## src/rtl/ordered_list_position_insert_delete_top_macros.svh

```systemverilog
// ----------------------------------------------------------------------------
// ordered list assertion macros
// shared property wrappers, clocked on clk and disabled while rst_n is low
// ----------------------------------------------------------------------------
`ifndef ORDERED_LIST_POSITION_INSERT_DELETE_TOP_MACROS_SVH
`define ORDERED_LIST_POSITION_INSERT_DELETE_TOP_MACROS_SVH

// same-cycle implication
`define OLPID_ASSERT_IMP(lbl, ante, cons) \
  lbl: assert property (@(posedge clk) disable iff (!rst_n) (ante) |-> (cons)) \
    else $error("olpid: same-cycle check failed");

// next-cycle implication
`define OLPID_ASSERT_NXT(lbl, ante, cons) \
  lbl: assert property (@(posedge clk) disable iff (!rst_n) (ante) |=> (cons)) \
    else $error("olpid: next-cycle check failed");

`endif

```

## src/rtl/olpid_pkg.sv

```systemverilog
// ----------------------------------------------------------------------------
// olpid_pkg
// sizes, action and status codes, controller/datapath interface types
// ----------------------------------------------------------------------------
package olpid_pkg;

  localparam int DEPTH  = 32;
  localparam int ADDR_W = $clog2(DEPTH);
  localparam int CNT_W  = $clog2(DEPTH + 1);
  localparam int CMP_W  = 8;

  localparam int ACT_W = 3;
  localparam int VAL_W = 32;
  localparam int POS_W = 6;
  localparam int ST_W  = 2;
  localparam int LEN_W = 6;

  typedef logic [ACT_W-1:0] action_t;
  typedef logic [ST_W-1:0]  status_t;

  localparam action_t ACT_INS_FRONT = 3'd0;
  localparam action_t ACT_INS_POS   = 3'd1;
  localparam action_t ACT_INS_END   = 3'd2;
  localparam action_t ACT_DEL_FRONT = 3'd3;
  localparam action_t ACT_DEL_POS   = 3'd4;
  localparam action_t ACT_DEL_END   = 3'd5;
  localparam action_t ACT_READ      = 3'd6;

  localparam status_t ST_OK     = 2'd0;
  localparam status_t ST_EMPTY  = 2'd1;
  localparam status_t ST_BADPOS = 2'd2;
  localparam status_t ST_FULL   = 2'd3;

  typedef struct packed {
    logic              load_val;
    logic              rd_en;
    logic [ADDR_W-1:0] rd_addr;
    logic              wr_en;
    logic [ADDR_W-1:0] wr_addr;
    logic              wr_sel_val;
    logic              cnt_inc;
    logic              cnt_dec;
    logic              emit;
    logic              emit_item;
    logic              emit_last;
    status_t           emit_status;
  } cmd_t;

  typedef struct packed {
    logic [CNT_W-1:0] count;
  } stat_t;

endpackage

```

## src/rtl/ordered_list_position_insert_delete_top.sv

```systemverilog
// ----------------------------------------------------------------------------
// ordered_list_position_insert_delete_top
// ordered list of signed words with positional insert, delete and read-out
// ----------------------------------------------------------------------------
//
//  channel   ports                                   handshake
//  -------   -------------------------------------   ---------------------------
//  input     in_action, in_value, in_position        start high, busy low
//  result    out_status, out_item_value, out_last,   out_strobe, one cycle,
//            out_length                              no back-pressure
//
//  sequence: busy stays high after an accepted beat through decode and, by action,
//    errors, delete end, read-out of an empty list, unused action: report
//    insert: shift pass and drain if any element moves (count - slot), place, report
//    delete front or at position: shift pass and drain if any element moves, report
//    read-out: one read per element, then drain; one result beat per cycle
//  the entry table has one read and one write port: each element moved costs
//  one read and one write through it, the write in the cycle after the read
//  reset is synchronous on rst_n low and empties the list; table contents are
//  left as they were and only slots below the count are ever read
//  results cannot be stalled; busy stays high until the last beat is loaded,
//  that beat shows on the result ports in the same cycle that busy drops
//
module ordered_list_position_insert_delete_top (
  input  logic                               clk,
  input  logic                               rst_n,
  // command side
  input  logic                               start,
  output logic                               busy,
  input  logic [olpid_pkg::ACT_W-1:0]        in_action,
  input  logic signed [olpid_pkg::VAL_W-1:0] in_value,
  input  logic [olpid_pkg::POS_W-1:0]        in_position,
  // result side
  output logic                               out_strobe,
  output logic [olpid_pkg::ST_W-1:0]         out_status,
  output logic signed [olpid_pkg::VAL_W-1:0] out_item_value,
  output logic                               out_last,
  output logic [olpid_pkg::LEN_W-1:0]        out_length
);
  import olpid_pkg::*;

  // controller drives the table through cmd, watches the count through stat
  cmd_t  cmd;
  stat_t stat;

  // sequencer: decode, shift passes, read-out walk, status report
  olpid_ctrl u_ctrl (
    .clk         (clk),
    .rst_n       (rst_n),
    .start       (start),
    .busy        (busy),
    .in_action   (in_action),
    .in_position (in_position),
    .stat        (stat),
    .cmd         (cmd)
  );

  // table, count and registered result beat
  olpid_dp u_dp (
    .clk            (clk),
    .rst_n          (rst_n),
    .cmd            (cmd),
    .stat           (stat),
    .in_value       (in_value),
    .out_strobe     (out_strobe),
    .out_status     (out_status),
    .out_item_value (out_item_value),
    .out_last       (out_last),
    .out_length     (out_length)
  );

endmodule

```

## src/rtl/olpid_ctrl.sv

```systemverilog
// ----------------------------------------------------------------------------
// olpid_ctrl
// sequencer: decodes an action, walks shift and read-out passes
// ----------------------------------------------------------------------------
`include "ordered_list_position_insert_delete_top_macros.svh"

module olpid_ctrl (
  input  logic                           clk,
  input  logic                           rst_n,
  input  logic                           start,
  output logic                           busy,
  input  logic [olpid_pkg::ACT_W-1:0]    in_action,
  input  logic [olpid_pkg::POS_W-1:0]    in_position,
  input  olpid_pkg::stat_t               stat,
  output olpid_pkg::cmd_t                cmd
);
  import olpid_pkg::*;

  localparam logic [2:0] S_IDLE   = 3'd0;
  localparam logic [2:0] S_DECODE = 3'd1;
  localparam logic [2:0] S_SHIFT  = 3'd2;
  localparam logic [2:0] S_DRAIN  = 3'd3;
  localparam logic [2:0] S_PLACE  = 3'd4;
  localparam logic [2:0] S_READ   = 3'd5;
  localparam logic [2:0] S_RDRAIN = 3'd6;
  localparam logic [2:0] S_REPORT = 3'd7;

  logic [2:0]        state_r, state_nxt;
  action_t           act_r, act_nxt;
  logic [POS_W-1:0]  pos_r, pos_nxt;
  logic [ADDR_W-1:0] ptr_r, ptr_nxt;
  logic [ADDR_W-1:0] idx_r, idx_nxt;
  logic              ins_r, ins_nxt;
  status_t           status_r, status_nxt;
  logic              wv_r, wv_nxt;
  logic [ADDR_W-1:0] waddr_r, waddr_nxt;
  logic              ev_r, ev_nxt;
  logic              elast_r, elast_nxt;

  logic              accept;
  logic [CMP_W-1:0]  cnt_x, cnt_m1, pos_x, ptr_x;
  logic [CMP_W-1:0]  ins_t, del_t, idx_x;
  logic              full, empty, at_tail;

  assign busy   = (state_r != S_IDLE);
  assign accept = start && !busy;

  assign cnt_x  = CMP_W'(stat.count);
  assign cnt_m1 = cnt_x - CMP_W'(1);
  assign pos_x  = CMP_W'(pos_r);
  assign ptr_x  = CMP_W'(ptr_r);
  assign full   = (cnt_x == CMP_W'(DEPTH));
  assign empty  = (cnt_x == '0);
  assign at_tail = (ptr_x == cnt_m1);

  // slot for insert at position (position - 1, at least 1), element to drop for delete at position
  assign ins_t = (pos_x > CMP_W'(2)) ? pos_x - CMP_W'(1) : CMP_W'(1);
  assign del_t = (act_r == ACT_DEL_FRONT) ? CMP_W'(1)
               : ((pos_x > CMP_W'(1)) ? pos_x : CMP_W'(1));

  always_comb begin
    unique case (act_r)
      ACT_INS_FRONT: idx_x = '0;
      ACT_INS_POS:   idx_x = ins_t;
      default:       idx_x = cnt_x;
    endcase
  end

  always_comb begin
    state_nxt  = state_r;
    act_nxt    = act_r;
    pos_nxt    = pos_r;
    ptr_nxt    = ptr_r;
    idx_nxt    = idx_r;
    ins_nxt    = ins_r;
    status_nxt = status_r;
    wv_nxt     = 1'b0;
    waddr_nxt  = waddr_r;
    ev_nxt     = 1'b0;
    elast_nxt  = elast_r;

    cmd             = '0;
    cmd.load_val    = accept;
    cmd.wr_en       = wv_r;
    cmd.wr_addr     = waddr_r;
    cmd.emit        = ev_r;
    cmd.emit_item   = ev_r;
    cmd.emit_last   = elast_r;
    cmd.emit_status = ST_OK;

    unique case (state_r)
      S_IDLE: begin
        if (accept) begin
          act_nxt   = in_action;
          pos_nxt   = in_position;
          state_nxt = S_DECODE;
        end
      end
      S_DECODE: begin
        status_nxt = ST_OK;
        state_nxt  = S_REPORT;
        unique case (act_r) inside
          ACT_INS_FRONT, ACT_INS_POS, ACT_INS_END: begin
            if (full) begin
              status_nxt = ST_FULL;
            end else if (act_r == ACT_INS_POS && ins_t > cnt_x) begin
              status_nxt = ST_BADPOS;
            end else begin
              idx_nxt = idx_x[ADDR_W-1:0];
              ins_nxt = 1'b1;
              ptr_nxt = cnt_m1[ADDR_W-1:0];
              state_nxt = (idx_x == cnt_x) ? S_PLACE : S_SHIFT;
            end
          end
          ACT_DEL_FRONT, ACT_DEL_POS: begin
            if (empty && act_r == ACT_DEL_FRONT) begin
              status_nxt = ST_EMPTY;
            end else if (del_t > cnt_x) begin
              status_nxt = ST_BADPOS;
            end else if (del_t == cnt_x) begin
              cmd.cnt_dec = 1'b1;
            end else begin
              ins_nxt   = 1'b0;
              ptr_nxt   = del_t[ADDR_W-1:0];
              state_nxt = S_SHIFT;
            end
          end
          ACT_DEL_END: begin
            if (empty) begin
              status_nxt = ST_EMPTY;
            end else begin
              cmd.cnt_dec = 1'b1;
            end
          end
          ACT_READ: begin
            if (empty) begin
              status_nxt = ST_EMPTY;
            end else begin
              ptr_nxt   = '0;
              state_nxt = S_READ;
            end
          end
          default: status_nxt = ST_OK;
        endcase
      end
      S_SHIFT: begin
        // read one slot, write it one place over in the next cycle
        cmd.rd_en   = 1'b1;
        cmd.rd_addr = ptr_r;
        wv_nxt      = 1'b1;
        waddr_nxt   = ins_r ? ptr_r + ADDR_W'(1) : ptr_r - ADDR_W'(1);
        if (ins_r ? (ptr_r == idx_r) : at_tail) begin
          state_nxt = S_DRAIN;
        end else begin
          ptr_nxt = ins_r ? ptr_r - ADDR_W'(1) : ptr_r + ADDR_W'(1);
        end
      end
      S_DRAIN: begin
        if (ins_r) begin
          state_nxt = S_PLACE;
        end else begin
          cmd.cnt_dec = 1'b1;
          state_nxt   = S_REPORT;
        end
      end
      S_PLACE: begin
        cmd.wr_en      = 1'b1;
        cmd.wr_addr    = idx_r;
        cmd.wr_sel_val = 1'b1;
        cmd.cnt_inc    = 1'b1;
        state_nxt      = S_REPORT;
      end
      S_READ: begin
        cmd.rd_en   = 1'b1;
        cmd.rd_addr = ptr_r;
        ev_nxt      = 1'b1;
        elast_nxt   = at_tail;
        if (at_tail) begin
          state_nxt = S_RDRAIN;
        end else begin
          ptr_nxt = ptr_r + ADDR_W'(1);
        end
      end
      S_RDRAIN: begin
        state_nxt = S_IDLE;
      end
      S_REPORT: begin
        cmd.emit        = 1'b1;
        cmd.emit_item   = 1'b0;
        cmd.emit_last   = 1'b1;
        cmd.emit_status = status_r;
        state_nxt       = S_IDLE;
      end
      default: state_nxt = S_IDLE;
    endcase
  end

  always_ff @(posedge clk) begin
    if (!rst_n) begin
      state_r <= S_IDLE;
      wv_r    <= 1'b0;
      ev_r    <= 1'b0;
    end else begin
      state_r <= state_nxt;
      wv_r    <= wv_nxt;
      ev_r    <= ev_nxt;
    end
  end

  always_ff @(posedge clk) begin
    act_r    <= act_nxt;
    pos_r    <= pos_nxt;
    ptr_r    <= ptr_nxt;
    idx_r    <= idx_nxt;
    ins_r    <= ins_nxt;
    status_r <= status_nxt;
    waddr_r  <= waddr_nxt;
    elast_r  <= elast_nxt;
  end

  `OLPID_ASSERT_IMP(a_idle_no_pending, state_r == S_IDLE, !wv_r && !ev_r)
  `OLPID_ASSERT_IMP(a_place_port_free, state_r == S_PLACE, !wv_r)
  `OLPID_ASSERT_NXT(a_accept_decodes, accept, state_r == S_DECODE)
  `OLPID_ASSERT_NXT(a_report_ends, state_r == S_REPORT, state_r == S_IDLE)
  `OLPID_ASSERT_IMP(a_count_bound, 1'b1, CMP_W'(stat.count) <= CMP_W'(DEPTH))

endmodule

```

## src/rtl/olpid_dp.sv

```systemverilog
// ----------------------------------------------------------------------------
// olpid_dp
// entry table, element count, insert value and result register
// ----------------------------------------------------------------------------
module olpid_dp (
  input  logic                               clk,
  input  logic                               rst_n,
  input  olpid_pkg::cmd_t                    cmd,
  output olpid_pkg::stat_t                   stat,
  input  logic signed [olpid_pkg::VAL_W-1:0] in_value,
  output logic                               out_strobe,
  output logic [olpid_pkg::ST_W-1:0]         out_status,
  output logic signed [olpid_pkg::VAL_W-1:0] out_item_value,
  output logic                               out_last,
  output logic [olpid_pkg::LEN_W-1:0]        out_length
);
  import olpid_pkg::*;

  logic [VAL_W-1:0] mem [DEPTH];
  logic [VAL_W-1:0] rd_data_r;
  logic [VAL_W-1:0] value_r;
  logic [VAL_W-1:0] wr_data;
  logic [CNT_W-1:0] count_r, count_nxt;

  logic             strobe_r;
  status_t          status_r;
  logic [VAL_W-1:0] item_r;
  logic             last_r;
  logic [LEN_W-1:0] length_r;

  assign wr_data = cmd.wr_sel_val ? value_r : rd_data_r;

  always_ff @(posedge clk) begin
    if (cmd.wr_en) begin
      mem[cmd.wr_addr] <= wr_data;
    end
    if (cmd.rd_en) begin
      rd_data_r <= mem[cmd.rd_addr];
    end
  end

  always_ff @(posedge clk) begin
    if (cmd.load_val) begin
      value_r <= in_value;
    end
  end

  always_comb begin
    count_nxt = count_r;
    if (cmd.cnt_inc) begin
      count_nxt = count_r + CNT_W'(1);
    end else if (cmd.cnt_dec) begin
      count_nxt = count_r - CNT_W'(1);
    end
  end

  always_ff @(posedge clk) begin
    if (!rst_n) begin
      count_r  <= '0;
      strobe_r <= 1'b0;
    end else begin
      count_r  <= count_nxt;
      strobe_r <= cmd.emit;
    end
  end

  always_ff @(posedge clk) begin
    if (cmd.emit) begin
      status_r <= cmd.emit_status;
      item_r   <= cmd.emit_item ? rd_data_r : '0;
      last_r   <= cmd.emit_last;
      length_r <= LEN_W'(count_r);
    end
  end

  assign stat.count     = count_r;
  assign out_strobe     = strobe_r;
  assign out_status     = status_r;
  assign out_item_value = item_r;
  assign out_last       = last_r;
  assign out_length     = length_r;

endmodule
```

## config.mk

```make
export PLATFORM = sky130hd
export DESIGN_NAME = ordered_list_position_insert_delete_top
export DESIGN_NICKNAME = d
export VERILOG_FILES = /design/src/rtl/olpid_pkg.sv /design/src/rtl/ordered_list_position_insert_delete_top.sv /design/src/rtl/olpid_ctrl.sv /design/src/rtl/olpid_dp.sv
export VERILOG_INCLUDE_DIRS = /design/src /design/src/rtl
export SDC_FILE = /design/constraint.sdc
export NUM_CORES = 2
export LEC_CHECK = 0
export BUFFER_PORTS_ARGS = -buffer_cell sky130_fd_sc_hd__buf_2
export CORE_ASPECT_RATIO = 1.1
export CORE_UTILIZATION = 50
export DETAILED_ROUTE_END_ITERATION = 8
export MAX_ROUTING_LAYER = met4
export PLACE_DENSITY = 0.72
export SLEW_MARGIN = 25
export SYNTH_ARGS = -nofsm -noshare
export SYNTH_HDL_FRONTEND = slang
export SYNTH_SLANG_ARGS = --single-unit
```

## constraint.sdc

```tcl
create_clock -name clk -period 11.6 [get_ports clk]
set_input_delay 0.58 -clock clk [delete_from_list [all_inputs] [get_ports clk]]
set_output_delay 0.58 -clock clk [all_outputs]
set_load 0.01 [all_outputs]
```

* After elaboration in Yosys (flattened, before gate mapping)
Memories as Yosys holds them, arrays and structs flattened. A register that Yosys moved wholly into a read port is not among the register bits.
Index checks and enable logic that the tools add are counted.
** Word-level totals
- Memories :: 1
- Bits in registers :: 113
- Output and inout port bits :: 43
- RAM bits :: 1024
** Operators by class
- Muxes and demuxes :: 59
- Magnitude comparators :: 4
- Bitwise gates (word level) :: 2
- Reductions and logical operators :: 21
- $add $sub $neg :: 6
- Eq/ne operators :: 35
** Memories
- u_dp.mem :: depth 32, width 32, rd ports 1, clocked after memory_dff 1, wr ports 1, line olpid_dp.sv:19 : logic [VAL_W-1:0] mem [DEPTH];
** Operators with widths (number)
- 2-to-1 mux 5 bit :: 11
- 2-to-1 mux 32 bit :: 1
- one-hot mux 5 bit (3 select lines) :: 2
- 2-to-1 mux 3 bit :: 9
- 2-to-1 mux 6 bit :: 4
- 2-to-1 mux 8 bit :: 3
- equality test 3 bit, second input constant :: 7
- one-hot mux 3 bit (7 select lines) :: 1
- != test 3 bit, second input constant :: 6
- equality test 8 x 6 -> 1 bit :: 2
- > comparator 8 x 6 -> 1 bit :: 2
- 2-to-1 mux 1 bit :: 16
- one-hot mux 8 bit (2 select lines) :: 1
- != test 2 bit, second input constant :: 7
- subtractor 6 x 1 -> 7 bit, second input constant :: 2
- equality test 3 x 2 -> 1 bit, second input constant :: 4
- 2-to-1 mux 2 bit :: 6
- AND reduction 10 bit :: 1
- one-hot mux 3 bit (3 select lines) :: 1
- equality test 5 x 8 -> 1 bit :: 1
- logical NOT 8 bit :: 1
- OR reduction 2 bit :: 4
- AND reduction 7 bit :: 1
- adder 6 x 1 -> 6 bit, second input constant :: 1
- other kinds (22) :: 33

* Depth between registers and ports, before layout
- Depth in word-level cells :: 11
- Gate-level depth with buffers :: 14

* By module
From an unflattened synthesis, not the netlist that was laid out.
** Second synthesis, totals
- Cell total of the unflattened synthesis :: 2498
- Area total of the unflattened synthesis :: 46400.8 sq um
** By module, submodules not included
- olpid_dp :: times used 1, cells an instance 2157, sequential area each 34042.6 sq um, area each 43490.5 sq um
- olpid_ctrl :: times used 1, cells an instance 341, sequential area each 940.9 sq um, area each 2910.3 sq um

* Least setup slack after synthesis
OpenSTA, ideal clock, no wires.
- Path type :: reg-to-reg
- From :: register u_ctrl.state_r[2]
- To :: memory u_dp.mem[16][0] (enable)
- Path buffers :: 2
- Library setup time :: 421 ps
- Arrival time :: 3246 ps
- Stages on the path, launching flop included :: 10
- Path slack :: 7933 ps
- Cell sequence :: dfxtp_1 -> buf_2 -> clkinv_1 -> buf_2 -> nor3_1 -> inv_1 -> or3_1 -> o31ai_1 -> nand2_1 -> nor2_1
** Between the ends
- Cells in the longest elaborated chain, start to end :: 4
** RTL lines
- start: declaration :: line olpid_ctrl.sv:28 : logic [2:0] state_r, state_nxt;
- start signal: assignment :: line olpid_ctrl.sv:204 : state_r <= state_nxt;
- equality test 3 bit (*) :: line olpid_ctrl.sv:91 : unique case (state_r)
- 2-to-1 mux 8 bit (*) :: line olpid_ctrl.sv:91
- 2-to-1 mux 1 bit :: line olpid_dp.sv:34 : if (cmd.wr_en) begin
- 2-to-1 mux 1 bit (implied by the code) :: line olpid_dp.sv:35 : mem[cmd.wr_addr] <= wr_data;
- end: declaration :: line olpid_dp.sv:19
Every way passes the cells marked *; elsewhere a longest branch is shown, timed or not.

* Final worst setup path
- From :: register u_ctrl.state_r[2]
- To :: register u_dp.rd_data_r[22] (read register of u_dp.mem), data pin
** Between the ends
- Cells in the longest elaborated chain, start to end :: 3
- Elaborated cells on any way between the ends :: 4
- Classes of those cells :: eq/ne: 2; mux: 1; reduce/logical: 1
** RTL lines
- equality test 3 x 2 -> 1 bit / equality test 3 bit (equally long branches) :: line olpid_ctrl.sv:91
- OR reduction 2 bit (no source line) (*)
- 2-to-1 mux 6 bit (*) :: line olpid_ctrl.sv:91
- end: declaration :: line olpid_dp.sv:20 : logic [VAL_W-1:0] rd_data_r;
Marks and branches as above.
A chain may end at the register's enable or synchronous reset.

==> qor.csv <==
stage;metric;value;unit
run_status;outcome;complete, no violations;
yosys;Cell Area, Synth;0.05371;mm^2
worst_setup_path;CP arrival;5.67;ns
yosys;most frequent cell after synthesis;edfxtp_1;
worst_setup_path;endpoint type of the worst setup path;flop;
yosys;Cells after Synth;3868;
worst_setup_path;critical path startpoint;u_ctrl.state_r[2];
yosys;Main synth FF type;edfxtp_1;
yosys;Post-synth EDFFs;1157;
min_path;HP Start;in_value[27];
worst_setup_path;Slowest-stage cell, CP;buf_4;
timing;final hold viol count;0;
power_and_ir_drop;PwrDens;254.1;mW/mm^2
placement;pre-CTS setup slack;6.613;ns
yosys;Avg Cell Area, Syn;13.89;um^2
clocking;H-tree depth;3;
timing;Max Fclk;193.5;MHz
global_route;GR Util met2;0.4260;
worst_setup_path;slowest stage delay, CP;0.77;ns
worst_setup_path;most frequent CP cell;buf_4;
placement;IO Port Bufs;86;
yosys;register area share after synthesis;0.6514;
worst_setup_path;CP Cell Sequence;buf_4 > nand3b_2 > nand2_4 > and2_4 > buf_4 > buf_4 > a221oi_1 > o32ai_1 > nor4_1 > a311oi_1;
clocking;post-cts sizing count;0;
timing;setup TNS;0;ns
timing;final worst slack;6.432;ns
placement;Detailed Place HPWL;82.97;mm
global_route;grt met3 use;0.05235;
detailed_routing;drt wl/cell;29.52;um
worst_setup_path;CP Launch Type;flop;
timing;worst-margin pin slew;1.187;ns
floorplan;Initial Util;0.5065;
clocking;cts bufs inserted;109;
floorplan;Ports;87;
clocking;CTS Buffer Depth;3;
yosys;Syn Nets;3935;
worst_setup_path;worst-path fanout max;74;
timing;period utilisation layout;0.4456;
yosys;Area contributors post-synth;edfxtp_1, a22o_1, a221oi_1, o22ai_1, mux2i_1;
global_route;Overflow after GRT;0;
finish;area growth from synthesis to final layout;9.076;%
worst_setup_path;WP data required;12.10;ns
yosys;FFs w/ async S/R, synth;0;
finish;layout cell share with drive strength beyond 1;0.1141;
min_path;Hold EP;u_dp.value_r[27];
global_route;met1 global-route usage;0.3802;
detailed_routing;final WL;154.1;mm
floorplan;die width;314.5;um
power_and_ir_drop;maximum VDD drop;0.2450;mV
global_route;first-pass GRT wire length;226.9;mm
worst_setup_path;r2r setup slk;6.43;ns
yosys;post-synth cell types;83;
clocking;clk slew on worst S/H paths;0.07;ns
flow_run;Max Cap Violations;0;
worst_setup_path;R2R cell count;10;
floorplan;Die H;345.7;um
detailed_routing;drt drc;0;
timing;clock period minus final worst setup slack;5.168;ns
min_path;hold depth;1;
floorplan;area of the die;0.1087;mm^2
global_route;initial antenna violation count;4;
finish;final net count;3800;
yosys;Synth top cells by count;edfxtp_1, a22o_1, clkbuf_1, o22ai_1, a221oi_1;
timing;skew final;0.04560;ns
yosys;share of the synthesized area in the top cell type;0.6469;
clocking;Root Driver;clkbuf_16;
detailed_routing;router iterations before antenna repair;6;
clocking;TritonCTS Sinks;1169;
timing;RSZ-0062 raised after global routing;false;
detailed_routing;Routed Antenna Nets;0;
global_route;vias in the first global route;35860;
yosys;Syn. warnings;0;
timing;Rel. slew slack;0.2089;
yosys;post-synth top area cell;edfxtp_1;
placement;routability cong.;0.9179;
min_path;worst hold path type;in -> reg;
clocking;Worst-Skew Late Latency;0.70;ns
timing;Slew Limit Fails;0;
worst_setup_path;reg2reg end;u_dp.rd_data_r[22];
yosys;synthesis-stage register bit count;1169;
floorplan;core area;0.1060;mm^2
worst_setup_path;Crit Path Category;reg -> reg;
floorplan;row count;125;
global_route;largest net degree at the start of global routing;162;
timing;Final setup violation count;0;
worst_setup_path;worst r2r src;u_ctrl.state_r[2];
global_route;GR peak layer;met2;
power_and_ir_drop;Leak Pwr;18.56;nW
global_route;GRT Util Overall;0.2810;
detailed_routing;Vias;38460;
clocking;number of post-CTS setup repair buffers;0;
detailed_routing;initial DRC count;5978;
detailed_routing;vias per cell;7.367;
clocking;CTS tree;built;
clocking;Post-CTS Hold Fix Bufs;0;
-- worst max path at each step --
stage	endpoint	cells after the start
final	u_dp.rd_data_r[22]	10
after global routing	u_dp.rd_data_r[22]	10
after CTS	u_dp.rd_data_r[22]	10
after detailed placement	u_dp.rd_data_r[22]	10
after global placement	u_dp.rd_data_r[30]	9
after floorplan	u_dp.mem[16][0]	9
-- through the flow --
stage	power (mW)	area, um^2	hold slack [ns]	instances	utilization
global route	15.39	58580	0.02887	5219	0.5524
global placement	11.24	55140	0.5051	5019	0.5200
detailed placement	11.34	55170	0.5227	5019	0.5203
floorplan	9.582	53710	0.4064	3868	-
CTS	14.73	58560	0.01311	5217	0.5523
finish	14.89	58580	0.04550	5220	0.5525
-- placed cells by master, fill, tap and decap left out, drive strengths merged, types with 32 or more instances in the layout --
cell type	Yosys	layout
and3	36	36
mux2i	136	136
a311oi	32	32
clkbuf	264	130
o211ai	126	126
edfxtp	1157	1157
nor2	94	94
nand3	38	38
a221o	95	95
o32ai	32	32
buf	150	168
a32oi	36	36
clkinv	2	57
o221ai	34	34
a22oi	132	132
mux2	34	34
a211oi	72	72
o21ai	91	91
nor4	35	35
a21oi	122	122
nor3	78	78
o22ai	264	264
a22o	285	285
a221oi	190	190
a211o	63	63
nand2	85	85
-- final cells by class --
cell class / instances / area (um^2)
antenna: 3 / 7.507
clock buffer: 130 / 2806
clock inverter: 68 / 581.8
fill: 8259 / 47460
inverter: 25 / 102.6
multi-input combinational: 2260 / 17220
sequential: 1169 / 34990
tap: 1397 / 1748
timing repair buffer: 168 / 1121
-- logic make-up (layout without fill, tap and decap cells) --
kind of cell             after synthesis  in the layout  share of synthesized area
AO/OA/AOI/OAI                       1613           1613                     0.2309
XOR/XNOR                              27             27                   0.004659
adder cells (fa/ha/maj)               23             23                   0.005498
buffers and inverters                439            391                    0.03501
flip-flops                          1169           1169                     0.6514
multiplexers                         170            170                    0.03247
other                                  0              3                          0
AND/OR/NAND/NOR                      427            427                    0.04009
-- routing by layer --
metal	vias to the layer above	routed length [um]	part of all wire
met5	-	0	0
li1	16160	-	-
met1	19240	58730	0.38
met2	2703	71640	0.46
met3	352	18560	0.12
met4	0	5137	0.033
-- power by group --
group          leakage [nW]  switching (mW)  internal (mW)
clock                  1.67            1.57           1.87
combinational          6.35            4.01           1.80
sequential             10.5           0.252           5.38
total                  18.6            5.84           9.05
-- critical path, delay by kind of cell, from the launching register on --
kind / cells / cell delay, ns
compound gates: 3 / 0.79
buf+inv: 3 / 2.12
flops: 1 / 0.33
simple gates: 4 / 1.58
-- state kept, by name, summed over array words and instances, names as in the netlist, 5 cells and up --
signal / cells
u_dp.out_length: 6
u_ctrl.pos_r: 6
u_dp.stat: 6
u_dp.rd_data_r: 32
u_dp.mem: 1024
u_ctrl.idx_r: 5
u_dp.out_item_value: 32
u_dp.value_r: 32
u_ctrl.waddr_r: 5
u_ctrl.ptr_r: 5
Power figures use the tool's default switching activity.
